### src/sv/dtpc_pkg.sv
// Shared types, constants and a helper function of the disparity to point cloud core.
`default_nettype none
package dtpc_pkg;

  localparam int CoordBits       = 12;
  localparam int ImgBits         = CoordBits + 1;
  localparam int StepBits        = 8;
  localparam int ModBitsPerStage = 4;
  localparam int ModStages       = CoordBits / ModBitsPerStage;
  localparam int DispBits        = 15;
  localparam int FbBits          = 32;
  localparam int DepthBits       = 17;
  localparam int FocalBits       = 16;
  localparam int NumBits         = 36;
  localparam int MagBits         = 35;
  localparam int OutBits         = 24;
  localparam int FifoDepth       = 4;
  localparam int FifoPtrBits     = $clog2(FifoDepth);

  localparam logic [StepBits-1:0]  MinStep  = 8'd2;
  localparam logic [DepthBits-1:0] DepthMin = 17'd100;
  localparam logic [DepthBits-1:0] DepthMax = 17'd100000;

  typedef enum logic [2:0] {
    RegStep, RegLeft, RegTop, RegFocalX, RegFocalY, RegCenterX, RegCenterY, RegBaseline
  } reg_e;

  typedef struct packed {
    logic [StepBits-1:0]  sample_step;
    logic [CoordBits-1:0] roi_left;
    logic [CoordBits-1:0] roi_top;
    logic [FocalBits-1:0] focal_x;
    logic [FocalBits-1:0] focal_y;
    logic [FocalBits-1:0] center_x;
    logic [FocalBits-1:0] center_y;
    logic [FocalBits-1:0] baseline_mm;
  } cfg_t;

  typedef struct packed {
    logic [ImgBits-1:0]  row_img;
    logic [ImgBits-1:0]  col_img;
    logic [DispBits-1:0] disp;
  } item_t;

  // ModBitsPerStage (4) bits of restoring remainder per call
  function automatic logic [StepBits-1:0] mod_step(input logic [StepBits-1:0] rem,
                                                   input logic [ModBitsPerStage-1:0] bits,
                                                   input logic [StepBits-1:0] div);
    logic [StepBits:0] t;
    t = {1'b0, rem};
    for (int i = 0; i < ModBitsPerStage; i++) begin
      t = {t[StepBits-1:0], bits[ModBitsPerStage-1-i]};
      if (t >= {1'b0, div}) begin
        t = t - {1'b0, div};
      end
    end
    return t[StepBits-1:0];
  endfunction

endpackage
`default_nettype wire

### src/sv/dtpc_fifo.sv
// Short queue of kept pixels between front and back end.
`default_nettype none
module dtpc_fifo (
  input  wire              clk_i,
  input  wire              rst_ni,
  input  wire              push_i,
  input  dtpc_pkg::item_t  data_i,
  output logic             full_o,
  input  wire              pop_i,
  output logic             empty_o,
  output dtpc_pkg::item_t  data_o
);
  dtpc_pkg::item_t                      mem_q [0:dtpc_pkg::FifoDepth-1];
  logic [dtpc_pkg::FifoPtrBits-1:0]     wr_q, rd_q;
  logic [dtpc_pkg::FifoPtrBits:0]       cnt_q;
  logic                                 do_push, do_pop;

  assign full_o  = (cnt_q == (dtpc_pkg::FifoPtrBits+1)'(dtpc_pkg::FifoDepth));
  assign empty_o = (cnt_q == '0);
  assign do_push = push_i && !full_o;
  assign do_pop  = pop_i && !empty_o;
  assign data_o  = mem_q[rd_q];

  always_ff @(posedge clk_i or negedge rst_ni) begin
    if (!rst_ni) begin
      wr_q  <= '0;
      rd_q  <= '0;
      cnt_q <= '0;
    end else begin
      if (do_push) wr_q <= wr_q + 1'b1;
      if (do_pop)  rd_q <= rd_q + 1'b1;
      if (do_push && !do_pop)      cnt_q <= cnt_q + 1'b1;
      else if (do_pop && !do_push) cnt_q <= cnt_q - 1'b1;
    end
  end

  always_ff @(posedge clk_i) begin
    if (do_push) mem_q[wr_q] <= data_i;
  end

  a_cnt_bound: assert property (@(posedge clk_i) disable iff (!rst_ni)
    cnt_q <= (dtpc_pkg::FifoPtrBits+1)'(dtpc_pkg::FifoDepth))
    else $error("queue count above depth");
  a_ptr_gap: assert property (@(posedge clk_i) disable iff (!rst_ni)
    (wr_q - rd_q) == cnt_q[dtpc_pkg::FifoPtrBits-1:0])
    else $error("queue pointers disagree with count");
  a_push_count: assert property (@(posedge clk_i) disable iff (!rst_ni)
    (do_push && !do_pop) |=> (cnt_q == $past(cnt_q) + 1'b1))
    else $error("queue count missed a push");

endmodule
`default_nettype wire

### config.mk
export PLATFORM = sky130hd
export DESIGN_NAME = dtpc_fifo
export DESIGN_NICKNAME = d
export VERILOG_FILES = /design/src/sv/dtpc_pkg.sv /design/src/sv/dtpc_fifo.sv
export SDC_FILE = /design/constraint.sdc
export NUM_CORES = 1
export LEC_CHECK = 0
export BUFFER_PORTS_ARGS = -buffer_cell sky130_fd_sc_hd__buf_2
export CAP_MARGIN = 20
export CORE_MARGIN = 2
export CORE_UTILIZATION = 45
export DETAILED_ROUTE_END_ITERATION = 8
export PLACE_DENSITY = 0.62
export SETUP_SLACK_MARGIN = 0.4
export SLEW_MARGIN = 25
export SYNTH_ARGS = -nofsm -noshare
export SYNTH_HDL_FRONTEND = slang
export SYNTH_SLANG_ARGS = --single-unit
### constraint.sdc
create_clock -name clk_i -period 2.9 [get_ports clk_i]
set_clock_uncertainty 0.2 [all_clocks]
set_input_delay 0 -clock clk_i [delete_from_list [all_inputs] [get_ports clk_i]]
set_output_delay 0 -clock clk_i [all_outputs]
set_load 0.05 [all_outputs]
==> run_results.csv <==
group,metric,value,unit
final_layout,num_antenna_cells,0,
floorplanning,ios,88,
flow_run,drv_cap,0,
sta,finalCriticalPeriod,2360,ps
floorplanning,rows,43,
clock_network,cts.sink_count,171,
yosys,synth_top_cell_area_share,77.0,%
yosys,synth_seq_cells,171,
drt,drt_iter0_drc,187,
critical_path,reg2regPathDepth,8,
yosys,synth.area.top_cells,"edfxtp_1 77%, mux4_2 13%, dfrtp_1 2.7%, buf_12 1.3%, mux4_1 1.2%",
power,p_comb_share,37.7,%
global_route,use_met1,22.6,%
power,seqPwrFrac,38.5,%
sta,worst_pin_slew,522,ps
run_status,status,"finished clean",
sta,finalHoldViolCount,0,
clock_network,htreeDepth,4,
floorplanning,die-area,15200,um2
place,globalplace.congestion,0.757,
clock_network,path_clk_slew,60,ps
critical_path,start_kind,"flip-flop",
floorplanning,die_w,123,um
final_layout,fin_util,58.3,%
power,ir_drop,0.606,mV
yosys,synth-warning-count,0,
sta,tns,0,ps
drt,vias_per_cell,5.09,
global_route,top_usage_layer,"met2",
final_layout,mostFrequentLayoutCell,"edfxtp_1",
global_route,grt_pass1_wl,17.0,mm
sta,finalSetupViolCount,0,
clock_network,cts_tree,"built",
yosys,synth_top_cell_by_area,"edfxtp_1",
final_layout,seqCellArea,5100,um2
drt,wl_per_cell,18.9,um
critical_path,crit_arrival,2510,ps
global_route,track_usage,16.0,%
drt,drt_wl_total,11.3,mm
critical_path,path_class,"flip-flop to flip-flop",
sta,rsz0062_at_grt,"false",
hold_path,hp-class,"input pin to flip-flop",
final_layout,fillers,1035,
floorplanning,core,13900,um2
sta,slew_headroom,65.2,%
power,netSwitchingPower,3.43,mW
drt,dr.pass1.iters,4,
critical_path,endpoint_kind,"flip-flop",
final_layout,area_growth,26.5,%
floorplanning,die_h,123,um
global_route,grt_max_degree,30,
hold_path,min_path_cells,2,
clock_network,cts_buffers,17,
final_layout,multi_input_area,1170,um2
place,port_buffers,87,
final_layout,layout_common_cells,"164 x edfxtp_1, 87 x buf_2, 45 x dlygate4sd3_1",
final_layout,nNetsFinal,453,
power,power,9.19,mW
drt,drc_errors,0,
global_route,grt.met3_usage,5.54,%
power,power_frac_clock,23.7,%
yosys,postSynthAreaPerCell,25.5,um2
drt,antenna_left,0,
yosys,syn-cell-area,6400,um2
global_route,antenna_found_initial,0,
critical_path,worst_ep_required_time,3050,ps
clock_network,clk-insertion-delay-late,420,ps
yosys,netlist_instances,251,
global_route,met2_usage,23.4,%
sta,finalCritPeriodShare,81.4,%
global_route,first_global_vias,3022,
sta,max_freq,424,MHz
sta,final_max_slew_viol_count,0,
clock_network,root_buffer,"clkbuf_16",
power,intPower,5.76,mW
global_route,grt-ovfl-total,0,
clock_network,clockBufferDepth,2,
yosys,ys_types,22,
yosys,yosysSeqAreaShare,79.7,%
place,dp_hpwl,6.68,mm
yosys,synth_nets,302,
power,powerDensity,1130,nW/um2
floorplanning,initial_core_util,46.1,%
power,sw_frac_of_total,37.4,%
final_layout,drive_above_1_share,41.7,%
drt,vias,3026,
power,p_leak,2.87,nW
critical_path,cp_max_fo,4,
[metal layers]
layer	vias to the layer above	routed length [um]
met5	-	0
met4	0	125
met3	13	562
met2	81	5390
met1	1573	5180
li1	1359	-
[worst paths after layout]
kind / start / endpoint / slack [ps]
max: cnt_q[0] / cnt_q[2] / 540
min: data_i[8] / mem_q[3][8] / 130
max reg2reg: cnt_q[0] / cnt_q[2] / 540
min reg2reg: cnt_q[2] / cnt_q[2] / 300
max in group asynchronous: rst_ni / rd_q[0] / 1900
min in group asynchronous: rst_ni / cnt_q[2] / 330
[per-stage QoR]
step / setup WS (ps) / cell area, um2 / cells / hold WS, ps
global placement: 604 / 7050 / 517 / -356
global route: 423 / 8100 / 595 / 130
CTS: 463 / 8090 / 595 / 108
floorplan: 418 / 6410 / 251 / -496
finish: 540 / 8100 / 595 / 130
detailed placement: 503 / 7050 / 517 / -358
[sequential cells by signal, indices dropped and copies added (netlist names)]
signal  flops
cnt_q       3
mem_q     164
rd_q        2
wr_q        2
[repair_timing]
action	in CTS	in global routing
resized for setup	0	1
endpoints found under the setup margin	14	2
buffers inserted	1	0
pin swaps	0	0
hold endpoints to repair	178	0
hold buffers	45	0
[cells in the mapped netlist]
library cell / number
dfrtp_1: 7
buf_6: 2
fa_1: 1
inv_1: 4
mux4_1: 3
xnor2_1: 4
and2_1: 4
mux2_4: 1
xor2_1: 2
or3_1: 1
nand2_1: 1
mux2_2: 1
nand3_1: 1
ha_1: 5
buf_12: 4
clkbuf_1: 1
nor2_1: 1
nor2b_1: 1
nor3b_2: 1
mux4_2: 38
edfxtp_1: 164
buf_2: 4
[critical path, cell delays in order (launching register included)]
cell and delay (ps):
dfrtp_1 460, or3_1 440, nand2_1 130, ha_1 210, inv_1 60, fa_1 370
xor2_1 150, nor2_1 120, xor2_1 150
[power by group through the flow]
stage	Clock, mW	Combinational [mW]	Sequential [mW]
2_1_floorplan	0	2.88	3.43
3_5_place_dp	0	3.37	3.66
3_3_place_gp	0	3.36	3.63
6_report	2.18	3.47	3.54
4_1_cts	2.23	3.53	3.56
5_1_grt	2.33	3.65	3.60
[layout make-up]
type | count | share of cell area, %
sequential | 171 | 63.1
multi-input combinational | 65 | 14.5
timing repair buffer | 143 | 12.4
clock buffer | 24 | 5.95
clock inverter | 8 | 1.13
tap | 180 | 2.78
inverter | 4 | 0.185
[kinds of logic (layout without fill, tap and decap cells)]
kind of cell	count (synthesis)	in the layout	synth area share [%]
fa+ha+maj	6	6	1.29
xor+xnor	6	6	0.821
flops	171	171	79.7
mux	43	43	15.0
buf+inv	15	179	2.21
simple gates	10	10	0.977
Note: power is estimated with default switching activity, not from simulation.
