===== src/sv/dtpc_pkg.sv =====
// Shared types, constants and a helper function of the disparity to point cloud core.
`default_nettype none
package dtpc_pkg;

  localparam int CoordBits       = 12;
  localparam int ImgBits         = CoordBits + 1;
  localparam int StepBits        = 8;
  localparam int ModBitsPerStage = 4;
  localparam int ModStages       = CoordBits / ModBitsPerStage;
  localparam int DispBits        = 15;
  localparam int FbBits          = 32;
  localparam int DepthBits       = 17;
  localparam int FocalBits       = 16;
  localparam int NumBits         = 36;
  localparam int MagBits         = 35;
  localparam int OutBits         = 24;
  localparam int FifoDepth       = 4;
  localparam int FifoPtrBits     = $clog2(FifoDepth);

  localparam logic [StepBits-1:0]  MinStep  = 8'd2;
  localparam logic [DepthBits-1:0] DepthMin = 17'd100;
  localparam logic [DepthBits-1:0] DepthMax = 17'd100000;

  typedef enum logic [2:0] {
    RegStep, RegLeft, RegTop, RegFocalX, RegFocalY, RegCenterX, RegCenterY, RegBaseline
  } reg_e;

  typedef struct packed {
    logic [StepBits-1:0]  sample_step;
    logic [CoordBits-1:0] roi_left;
    logic [CoordBits-1:0] roi_top;
    logic [FocalBits-1:0] focal_x;
    logic [FocalBits-1:0] focal_y;
    logic [FocalBits-1:0] center_x;
    logic [FocalBits-1:0] center_y;
    logic [FocalBits-1:0] baseline_mm;
  } cfg_t;

  typedef struct packed {
    logic [ImgBits-1:0]  row_img;
    logic [ImgBits-1:0]  col_img;
    logic [DispBits-1:0] disp;
  } item_t;

  // ModBitsPerStage (4) bits of restoring remainder per call
  function automatic logic [StepBits-1:0] mod_step(input logic [StepBits-1:0] rem,
                                                   input logic [ModBitsPerStage-1:0] bits,
                                                   input logic [StepBits-1:0] div);
    logic [StepBits:0] t;
    t = {1'b0, rem};
    for (int i = 0; i < ModBitsPerStage; i++) begin
      t = {t[StepBits-1:0], bits[ModBitsPerStage-1-i]};
      if (t >= {1'b0, div}) begin
        t = t - {1'b0, div};
      end
    end
    return t[StepBits-1:0];
  endfunction

endpackage
`default_nettype wire


===== src/sv/dtpc_front.sv =====
// Front end: accepts pixels, runs the grid test and forwards kept pixels to the queue.
`default_nettype none
module dtpc_front (
  input  wire                                   clk_i,
  input  wire                                   rst_ni,
  input  dtpc_pkg::cfg_t                        cfg_i,
  input  wire                                   push_i,
  output logic                                  full_o,
  input  wire  [dtpc_pkg::CoordBits-1:0]        region_row_i,
  input  wire  [dtpc_pkg::CoordBits-1:0]        region_col_i,
  input  wire  [7:0]                            mask_value_i,
  input  wire  signed [15:0]                    disparity_raw_i,
  input  wire                                   disparity_nan_i,
  output logic                                  q_push_o,
  output dtpc_pkg::item_t                       q_item_o,
  input  wire                                   q_full_i
);
  localparam int L = dtpc_pkg::ModStages;

  logic [L:0]                          vld_q;
  logic                                keep_q [0:L];
  logic [dtpc_pkg::CoordBits-1:0]      row_q  [0:L];
  logic [dtpc_pkg::CoordBits-1:0]      col_q  [0:L];
  logic [dtpc_pkg::StepBits-1:0]       rrem_q [0:L];
  logic [dtpc_pkg::StepBits-1:0]       crem_q [0:L];
  logic [dtpc_pkg::DispBits-1:0]       disp_q [0:L];
  logic [dtpc_pkg::StepBits-1:0]       step_eff;
  logic                                keep_in, pass, adv;

  assign step_eff = (cfg_i.sample_step < dtpc_pkg::MinStep) ? dtpc_pkg::MinStep
                                                             : cfg_i.sample_step;
  assign keep_in  = (mask_value_i != 8'd0) && !disparity_nan_i && !disparity_raw_i[15] &&
                    (disparity_raw_i[14:0] != 15'd0);
  assign pass     = keep_q[L] && (rrem_q[L] == '0) && (crem_q[L] == '0);
  assign adv      = !(vld_q[L] && pass && q_full_i);
  assign full_o   = !adv;
  assign q_push_o = vld_q[L] && pass && !q_full_i;

  assign q_item_o.row_img = {1'b0, row_q[L]} + {1'b0, cfg_i.roi_top};
  assign q_item_o.col_img = {1'b0, col_q[L]} + {1'b0, cfg_i.roi_left};
  assign q_item_o.disp    = disp_q[L];

  always_ff @(posedge clk_i or negedge rst_ni) begin
    if (!rst_ni) begin
      vld_q <= '0;
    end else if (adv) begin
      vld_q <= {vld_q[L-1:0], push_i};
    end
  end

  always_ff @(posedge clk_i) begin
    if (adv) begin
      keep_q[0] <= keep_in;
      row_q[0]  <= region_row_i;
      col_q[0]  <= region_col_i;
      rrem_q[0] <= '0;
      crem_q[0] <= '0;
      disp_q[0] <= disparity_raw_i[14:0];
      for (int s = 0; s < L; s++) begin
        keep_q[s+1] <= keep_q[s];
        row_q[s+1]  <= row_q[s];
        col_q[s+1]  <= col_q[s];
        disp_q[s+1] <= disp_q[s];
        rrem_q[s+1] <= dtpc_pkg::mod_step(rrem_q[s],
          row_q[s][dtpc_pkg::CoordBits-1-dtpc_pkg::ModBitsPerStage*s -:
                   dtpc_pkg::ModBitsPerStage], step_eff);
        crem_q[s+1] <= dtpc_pkg::mod_step(crem_q[s],
          col_q[s][dtpc_pkg::CoordBits-1-dtpc_pkg::ModBitsPerStage*s -:
                   dtpc_pkg::ModBitsPerStage], step_eff);
      end
    end
  end

endmodule
`default_nettype wire


===== config.mk =====
export PLATFORM = sky130hd
export DESIGN_NAME = dtpc_front
export DESIGN_NICKNAME = d
export VERILOG_FILES = /design/src/sv/dtpc_pkg.sv /design/src/sv/dtpc_front.sv
export SDC_FILE = /design/constraint.sdc
export NUM_CORES = 1
export LEC_CHECK = 0
export BUFFER_PORTS_ARGS = -buffer_cell sky130_fd_sc_hd__buf_2
export CORE_MARGIN = 2
export CORE_UTILIZATION = 35
export DETAILED_ROUTE_END_ITERATION = 10
export GPL_ROUTABILITY_DRIVEN = 0
export MAX_ROUTING_LAYER = met4
export PLACE_DENSITY = 0.57
export SETUP_SLACK_MARGIN = 0.2
export SYNTH_ARGS = -nofsm -noshare
export SYNTH_HDL_FRONTEND = slang
export SYNTH_SLANG_ARGS = --single-unit

===== constraint.sdc =====
create_clock -name clk_i -period 25.1 [get_ports clk_i]
set_input_delay 5.02 -clock clk_i [delete_from_list [all_inputs] [get_ports clk_i]]
set_output_delay 5.02 -clock clk_i [all_outputs]
set_load 0.02 [all_outputs]

==> summary.txt <==
Timing
  • Slew Viols, Final: 0
  • Setup-failing EPs final: 0
  • Worst Tran Pin Value: 0.975 ns
  • Worst Clk Skew: 0.0171 ns
  • Fmax achieved: between 60 and 70 MHz
  • Crit path time final: about 15 ns
  • Worst slew margin: around a third
  • Fin crit share: around 60%
  • Setup TNS: 0 ns
  • Final hold vios: 0
  • RSZ-0062 raised after global routing: no

Synth
  • Sequential share of the synthesized area: a little under two fifths
  • Number of synthesized flops with an enable pin: between 200 and 250
  • Yosys warns: 0
  • Main synth FF type: edfxtp_1
  • Synth Area per Inst: 10.5 sq um
  • Post-synth ARST share: 1.89%
  • Netlist Area Pre-Place: ~17000 sq um
  • Number of distinct library cells after synthesis: approximately 70
  • Cells after Synth: 1597
  • Yosys reg bits: about 210

Clock network
  • Sinks on Clock Net: 212
  • Worst-Skew Late Latency: around 0.56 ns
  • Clock root cell: clkbuf_16
  • Post-CTS setup buffers: 0
  • Gates resized, CTS repair: 0
  • H-tree lvl count: 1
  • CTS buffer count: 26
  • Hold Buf Count CTS: 0
  • CTS clk-pin slew, worst paths: about 0.070 ns
  • CTS tree: done
  • CTS Buffer Depth: 3

Detailed routing
  • Via density: between 5 and 6
  • Drt total wl: between 30000 and 40000 um
  • WL per Instance: 15.7 um
  • Via count: around 13000
  • ANT nets after route: 0
  • First-pass DRT Iterations: 7
  • # DRC: 0
  • Initial drt markers: 690

Floorplan
  • Core area: about 47000 sq um
  • DIE AREA: slightly below 50000 sq um
  • Initial core utilization: about a third
  • IO Pins: ~210
  • Die W: ~220 um
  • Placement Rows: 80
  • Die Height: roughly 220 um

Job
  • Max-Cap Viols: 0

Setup path
  • Critical path's largest stage delay: roughly 0.63 ns
  • Worst EP required: between 20 and 30 ns
  • Worst endpoint data arrival time: ~15 ns
  • R2R setup slack: 15.14 ns
  • Worst setup EP type: flop
  • Worst-path maximum fanout: 15
  • Crit start category: input pin
  • Slowest stage cell, crit path: a21oi_1
  • CP most frequent cell: a21oi_1
  • Critical path class: input pin to flop

Global routing
  • First-pass GRT wire length: around 62000 um
  • Global route total overflow: 0
  • Largest net degree at the start of global routing: 80
  • Vias in the first global route: 12500
  • Initial antenna violation count: 0
  • Tot GR Track Use: 15.5%

Placed design
  • # port buffers: about 130
  • HPWL Detailed: ~29000 um

Outcome
  • Status: complete, no violations

Cells and area
  • Nets@finish: approximately 2200
  • Area growth from synthesis to layout: 14.6%
  • Ratio of cells with drive above 1 in the final layout: between 15 and 20%
  • Antenna cells: 0

Hold path
  • Hold Path Class: flop to flop
-- cells in the final DEF (no fill, tap or decap), drive strengths merged, types with 8 or more instances in the layout --
cell | Yosys | layout
a211oi | 14 | 14
a21boi | 12 | 12
a21o | 33 | 33
a21oi | 101 | 101
a31oi | 8 | 8
and2 | 12 | 12
and3 | 10 | 10
buf | 4 | 144
clkbuf | 7 | 26
clkinv | 0 | 11
conb | 1 | 12
edfxtp | 208 | 208
fa | 24 | 24
ha | 200 | 200
inv | 122 | 125
mux2 | 65 | 65
mux2i | 29 | 29
nand2 | 72 | 72
nand2b | 25 | 25
nand3 | 25 | 25
nand4 | 26 | 26
nor2 | 108 | 108
nor2b | 52 | 52
nor3 | 43 | 43
nor4 | 10 | 10
o21a | 30 | 30
o21ai | 95 | 95
o21bai | 11 | 11
o221ai | 11 | 11
o31a | 11 | 11
or2 | 21 | 21
or3 | 11 | 11
xnor2 | 77 | 77
xor2 | 30 | 30
-- registers in the layout, indices dropped and copies added, names as in the netlist --
| register | count |
|---|---|
| col_q | 48 |
| row_q | 48 |
| keep_q | 4 |
| rrem_q | 24 |
| disp_q | 60 |
| vld_q | 4 |
| crem_q | 24 |
-- final timing paths --
check,startpoint,depth (start not counted),endpoint
max,cfg_i[108],40,rrem_q[3][6]$_DFFE_PN_
min,col_q[2][8]$_DFFE_PN_,0,col_q[3][8]$_DFFE_PN_
max reg2reg,rrem_q[2][0]$_DFFE_PN_,36,rrem_q[3][6]$_DFFE_PN_
min reg2reg,col_q[2][8]$_DFFE_PN_,0,col_q[3][8]$_DFFE_PN_
max in group asynchronous,rst_ni,1,vld_q[0]$_DFFE_PN0N_
min in group asynchronous,rst_ni,1,vld_q[3]$_DFFE_PN0N_
-- cells in the mapped netlist (8+ instances only) --
cell / instances / area [sq um]
a211oi_1: 12 / 90.1
a21boi_0: 12 / 90.1
a21o_1: 33 / 248
a21oi_1: 100 / 500
a31oi_1: 8 / 50.1
and2_1: 12 / 75.1
and3_1: 10 / 62.6
edfxtp_1: 208 / 6250
fa_1: 24 / 480
ha_1: 200 / 2500
inv_1: 122 / 458
mux2_2: 64 / 721
mux2i_1: 29 / 290
nand2_1: 72 / 270
nand2b_1: 25 / 156
nand3_1: 25 / 125
nand4_1: 25 / 156
nor2_1: 107 / 402
nor2b_1: 52 / 325
nor3_1: 43 / 215
nor4_1: 10 / 62.6
o21a_1: 30 / 225
o21ai_0: 91 / 455
o21bai_1: 9 / 67.6
o221ai_1: 11 / 96.3
o31a_1: 11 / 96.3
or2_2: 21 / 131
or3_1: 11 / 68.8
xnor2_1: 77 / 674
xor2_1: 30 / 263
-- layout make-up --
type                            instances  area [sq um]
Clock buffer                           26           651
Sequential cell                       212          6350
Timing Repair Buffer                  144           763
Tap cell                              615           769
Fill cell                            4664         28300
Inverter                              122           458
Clock inverter                         22           239
Multi-Input combinational cell       1263          9900
-- worst max-delay path, delay by kind of cell --
kind	cells	cell delay, ns
AO/OA/AOI/OAI	21	5.67
AND/OR/NAND/NOR	11	2.60
adder cells (fa/ha/maj)	4	1.29
buffers and inverters	4	0.66
-- layer usage --
layer	up-vias	track usage, %	share of wire, %	wire (um)
li1	6321	-	-	-
met1	6066	19.9	47	17600
met2	154	26.4	49	18400
met3	50	1.63	2.6	987
met4	0	3.96	2.0	737
met5	-	-	0	0
-- metrics by stage --
| step | hold WS, ns | instance area, sq um | util, % | worst slack (ns) | instances |
|---|---|---|---|---|---|
| floorplan | 0.400 | 16700 | - | 9.49 | 1608 |
| global placement | 0.400 | 18200 | 38.4 | 9.83 | 2356 |
| detailed placement | 0.405 | 18200 | 38.4 | 9.52 | 2356 |
| CTS | 0.412 | 19100 | 40.3 | 10.11 | 2404 |
| global route | 0.423 | 19100 | 40.3 | 9.39 | 2404 |
| finish | 0.413 | 19100 | 40.3 | 10.10 | 2404 |
-- cells by family after synthesis --
| family | share of synthesized area (%) |
|---|---|
| xor+xnor | 5.61 |
| fa+ha+maj | 17.9 |
| other cells | 0.0225 |
| buf+inv | 3.05 |
| mux | 6.15 |
| simple gates | 13.6 |
| compound gates | 15.7 |
| flops | 38.0 |
Power is not shown: default switching activity piles up to over one toggle a cycle in this logic, so the estimate is an artifact.
